$ cat src/sv/fir_filter_unit_assert.svh
`ifndef FIR_FILTER_UNIT_ASSERT_SVH
`define FIR_FILTER_UNIT_ASSERT_SVH

// property checked on every clock edge outside reset
`define FIR_ASSERT(lbl, prop, msg) \
    lbl: assert property (@(posedge clk) disable iff (!rst_n) prop) else $error(msg);

// condition that must never be seen outside reset
`define FIR_ASSERT_NEVER(lbl, cond, msg) \
    lbl: assert property (@(posedge clk) disable iff (!rst_n) !(cond)) else $error(msg);

`endif

$ cat src/sv/fir_pkg.sv
package fir_pkg;

    localparam int SAMPLE_W = 16;
    localparam int COEF_W   = 16;
    localparam int IDX_W    = 6;
    localparam int TAPCNT_W = 7;
    localparam int OUT_W    = 24;
    localparam int FRAC_W   = 15;
    localparam int IN_W     = 40;
    localparam int USER_W   = 2;
    localparam int CFG_IDX_W = 1;

    localparam int OUT_MAX = 8388607;
    localparam int OUT_MIN = -8388608;

    localparam logic [TAPCNT_W-1:0] TAP_COUNT_RST = 7'd64;

    typedef enum logic
    {
        FUNC_SAMPLE = 1'b0,
        FUNC_COEF   = 1'b1
    } fir_func_t;

    typedef enum logic [CFG_IDX_W-1:0]
    {
        REG_TAP_COUNT = 1'b0,
        REG_PRELOAD   = 1'b1
    } fir_reg_t;

    typedef enum logic
    {
        ST_IDLE = 1'b0,
        ST_RUN  = 1'b1
    } fir_state_t;

    typedef struct packed
    {
        logic                        shift;
        logic                        first;
        logic                        preload;
        logic signed [SAMPLE_W-1:0]  sample;
        logic                        coef_we;
        logic [IDX_W-1:0]            coef_index;
        logic signed [COEF_W-1:0]    coef_value;
        logic [TAPCNT_W-1:0]         tap_count;
    } fir_cell_ctrl_t;

endpackage

$ cat src/sv/fir_cell.sv
module fir_cell #(
    parameter int INDEX = 0,
    parameter int ACC_W = 38
) (
    input  logic                                clk,
    input  logic                                rst_n,
    input  fir_pkg::fir_cell_ctrl_t             ctrl,
    input  logic signed [fir_pkg::SAMPLE_W-1:0] sample_in,
    input  logic signed [ACC_W-1:0]             acc_in,
    output logic signed [fir_pkg::SAMPLE_W-1:0] sample_out,
    output logic signed [ACC_W-1:0]             acc_out
);
    import fir_pkg::*;

    localparam logic [31:0] CELL_IDX = INDEX;

    logic signed [SAMPLE_W-1:0]        sample_reg, sample_next;
    logic signed [COEF_W-1:0]          coef_reg, coef_next;
    logic signed [ACC_W-1:0]           acc_reg, acc_next;
    logic signed [SAMPLE_W+COEF_W-1:0] product;
    logic signed [ACC_W-1:0]           term;
    logic                              active;
    logic                              fill_en;

    assign fill_en = ctrl.first && (CELL_IDX != 32'd0);
    assign active  = (CELL_IDX == 32'd0) || (32'(ctrl.tap_count) > CELL_IDX);
    assign product = sample_reg * coef_reg;

    always_comb
    begin
        sample_next = sample_reg;
        if (ctrl.shift)
        begin
            if (fill_en)
            begin
                sample_next = ctrl.preload ? ctrl.sample : '0;
            end
            else
            begin
                sample_next = sample_in;
            end
        end
    end

    always_comb
    begin
        coef_next = coef_reg;
        if (ctrl.coef_we && (32'(ctrl.coef_index) == CELL_IDX))
        begin
            coef_next = ctrl.coef_value;
        end
    end

    // partial sum moves one cell per cycle
    always_comb
    begin
        if (active)
        begin
            term = ACC_W'(product);
        end
        else
        begin
            term = '0;
        end
        acc_next = acc_in + term;
    end

    always_ff @(posedge clk or negedge rst_n)
    begin
        if (!rst_n)
        begin
            sample_reg <= '0;
            coef_reg   <= '0;
        end
        else
        begin
            sample_reg <= sample_next;
            coef_reg   <= coef_next;
        end
    end

    always_ff @(posedge clk)
    begin
        acc_reg <= acc_next;
    end

    assign sample_out = sample_reg;
    assign acc_out    = acc_reg;

endmodule

$ cat config.mk
export PLATFORM = sky130hd
export DESIGN_NAME = fir_cell
export DESIGN_NICKNAME = d
export VERILOG_FILES = /design/src/sv/fir_filter_unit_assert.svh /design/src/sv/fir_pkg.sv /design/src/sv/fir_cell.sv
export SDC_FILE = /design/constraint.sdc
export NUM_CORES = 1
export LEC_CHECK = 0
export BUFFER_PORTS_ARGS = -buffer_cell sky130_fd_sc_hd__buf_4
export CORE_MARGIN = 1
export CORE_UTILIZATION = 35
export CTS_BUF_LIST = sky130_fd_sc_hd__clkbuf_8
export CTS_CLUSTER_DIAMETER = 50
export DETAILED_ROUTE_END_ITERATION = 10
export PLACE_DENSITY = 0.54
export SLEW_MARGIN = 15
export SYNTH_ARGS = -nofsm -noshare
export SYNTH_HDL_FRONTEND = slang
export SYNTH_SLANG_ARGS = --single-unit
$ cat constraint.sdc
create_clock -name clk -period 18.4 [get_ports clk]
set_input_delay 1.84 -clock clk [delete_from_list [all_inputs] [get_ports clk]]
set_output_delay 1.84 -clock clk [all_outputs]
set_load 0.02 [all_outputs]
==> reports/results.tsv <==
stage	metric	value	unit
route	Routed Wire Length	32100	µm
global_route	Overall Global Routing Usage	0.167	
setup_path	Worst Setup Start Kind	flip-flop	
synth	top_reg_cell synth	dfxtp_1	
sta	maximum clock rate	153	MHz
synth	post-synth top area share	0.463	
sta	RSZ-0062 raised after global routing	no	
setup_path	worst setup path class	flip-flop to flip-flop	
route	Vias/cell	4.63	
route	Iteration-0 DRC Markers	373	
floorplan	die height	201	µm
sta	period utilization	0.356	
cells_and_area	area occupied by multi-input gates	10900	µm²
clocking	clk_lat worst skew	0.39	ns
floorplan	cell row count	72	
global_route	initial antenna violation count	0	
global_route	pin count of the biggest net entering global routing	33	
route	wire per inst	15.9	µm
cells_and_area	share of layout cells above drive strength 1	0.135	
clocking	clock sink count	70	
synth	synthesized area	13900	µm²
placement	placer congestion estimate	0.803	
global_route	vias in the first global route	10100	
global_route	first-pass GRT wire length	52600	µm
sta	hold_ws	0.760	ns
placement	dpl hpwl	26600	µm
sta	Final Slew Violations	0	
cells_and_area	max FFs per register	38	
synth	cell count after synthesis	1390	
route	Final ANT Viol Nets	0	
clocking	clk buf depth	2	
clocking	Root Buffer	clkbuf_8	
cells_and_area	Antenna diodes	0	
synth	top cells by count, synth	352 x inv_1, 322 x fa_1, 155 x nand2_1	
synth	Synth area leaders	fa_1 46%, ha_1 10%, inv_1 9.5%	
route	drt drc	0	
cells_and_area	Nets	2030	
sta	clk_skew	0.0179	ns
setup_path	crit path DAT	6.82	ns
hold_path	Hold Path Depth	2	
synth	post-synthesis cell type with the largest combined area	fa_1	
floorplan	initial core utilization	0.358	
clocking	CTS HTree Levels	3	
clocking	cts repair resizes	0	
cells_and_area	fillers	3933	
synth	synth unique cells	52	
cells_and_area	Area Overhead vs Synth	12.1	%
sta	Max-slew headroom	0.373	
synth	post-synthesis sequential area ratio	0.112	
synth	Avg Cell Area, Syn	10.0	µm²
job	max_cap viols	0	
setup_path	data required time of the worst path	18.67	ns
sta	Setup TNS Final	0	ns
floorplan	core area	38900	µm²
synth	synth warn	0	
global_route	gr ovfl total	0	
placement	port buffer count	133	
sta	Slew @ Worst Pin	0.941	ns
route	DRT Pass-1 Iters	5	
synth	most frequent cell after synthesis	inv_1	
synth	syn_nets	1928	
cells_and_area	total area of sequential cells	1560	µm²
run_status	status	finished, final reports clean	
clocking	clock slew at reported path FFs	0.08	ns
synth	Async SR Flop Fraction	0.457	
floorplan	I/O pins	159	
sta	Hold Vio Cnt, Final	0	
setup_path	Worst setup EP type	flip-flop	
setup_path	critical path peak fanout	18	
clocking	CTS Buf Count	9	
sta	Final setup viols	0	
clocking	hold_buf cts	0	
floorplan	full die area	40600	µm²
synth	number of flops mapped to enable cells by yosys	0	
sta	min cycle time layout	6.55	ns
route	via count	9335	
clocking	post-CTS setup buffer count	0	
synth	number of synthesized register bits	70	
floorplan	DIE WIDTH	201	µm
clocking	TritonCTS clock tree	built	
hold_path	Tightest Hold Check Type	flip-flop to flip-flop	
setup_path	FF-to-FF path depth	18	
[final cells by class]
| class | count | share of cell area |
|---|---|---|
| sequential | 70 | 0.100 |
| timing repair buffer | 135 | 0.0649 |
| tap | 518 | 0.0415 |
| multi-input combinational | 924 | 0.696 |
| clock buffer | 10 | 0.00882 |
| clock inverter | 6 | 0.00401 |
| inverter | 352 | 0.0847 |
[placed cells by master, fill, tap and decap left out, types with 6 or more instances in the layout]
cell type,n
inv_1,353
fa_1,321
nand2_1,155
buf_4,135
ha_1,111
and2_1,109
dfxtp_1,38
mux2_2,32
dfrtp_1,32
a21oi_1,30
xnor2_1,25
nor2_1,21
xor2_1,16
a21o_1,15
o21ai_0,11
clkbuf_8,10
nand2b_1,7
o21ai_1,6
[critical path, stage by stage (launching register included)]
cell       delay [ns]
dfrtp_1          0.81
nand2_1          0.26
inv_1            0.15
fa_2             0.48
fa_1             0.67
inv_1            0.22
fa_1             0.52
fa_1             0.58
fa_1             0.45
fa_1             0.49
inv_1            0.04
ha_1             0.36
a21o_1           0.21
a31oi_1          0.27
o2111ai_1        0.16
o21ai_1          0.26
o211a_1          0.26
a22oi_1          0.10
xor2_1           0.15
[layer usage]
| layer | up-vias | share of wire | GRT usage |
|---|---|---|---|
| met4 | 0 | 0.018 | 0.0452 |
| li1 | 4309 | - | - |
| met5 | - | 0 | 0 |
| met3 | 26 | 0.026 | 0.0181 |
| met1 | 4879 | 0.41 | 0.205 |
| met2 | 121 | 0.54 | 0.307 |
[kinds of logic after synthesis]
| logic type | Yosys count | synth area share |
|---|---|---|
| xor+xnor | 41 | 0.0258 |
| mux | 32 | 0.0259 |
| fa+ha+maj | 433 | 0.563 |
| simple gates | 312 | 0.108 |
| flops | 70 | 0.112 |
| compound gates | 106 | 0.0571 |
| buf+inv | 396 | 0.108 |
[path summary, 6_finish.rpt]
path,startpoint,endpoint,slack (ns)
max in group asynchronous,rst_n,sample_out[0]$_DFFE_PN0P_,16.70
max,sample_out[15]$_DFFE_PN0P_,acc_out[36]$_DFF_P_,11.85
min reg2reg,coef_reg[0]$_DFFE_PN0P_,coef_reg[0]$_DFFE_PN0P_,0.76
max reg2reg,sample_out[15]$_DFFE_PN0P_,acc_out[36]$_DFF_P_,11.85
min in group asynchronous,rst_n,sample_out[7]$_DFFE_PN0P_,1.37
min,coef_reg[0]$_DFFE_PN0P_,coef_reg[0]$_DFFE_PN0P_,0.76
[per-stage QoR]
stage	instances	util	cell area, µm²	setup slack, ns
3_3_place_gp	1999	0.396	15400	11.80
2_1_floorplan	1390	-	13900	12.18
3_5_place_dp	1999	0.396	15400	11.80
4_1_cts	2015	0.401	15600	11.80
6_report	2015	0.401	15600	11.85
5_1_grt	2015	0.401	15600	11.43
Power is left out: the tool's default activity adds up to more than one toggle a clock period on the data nets, which glitch-free logic cannot reach.
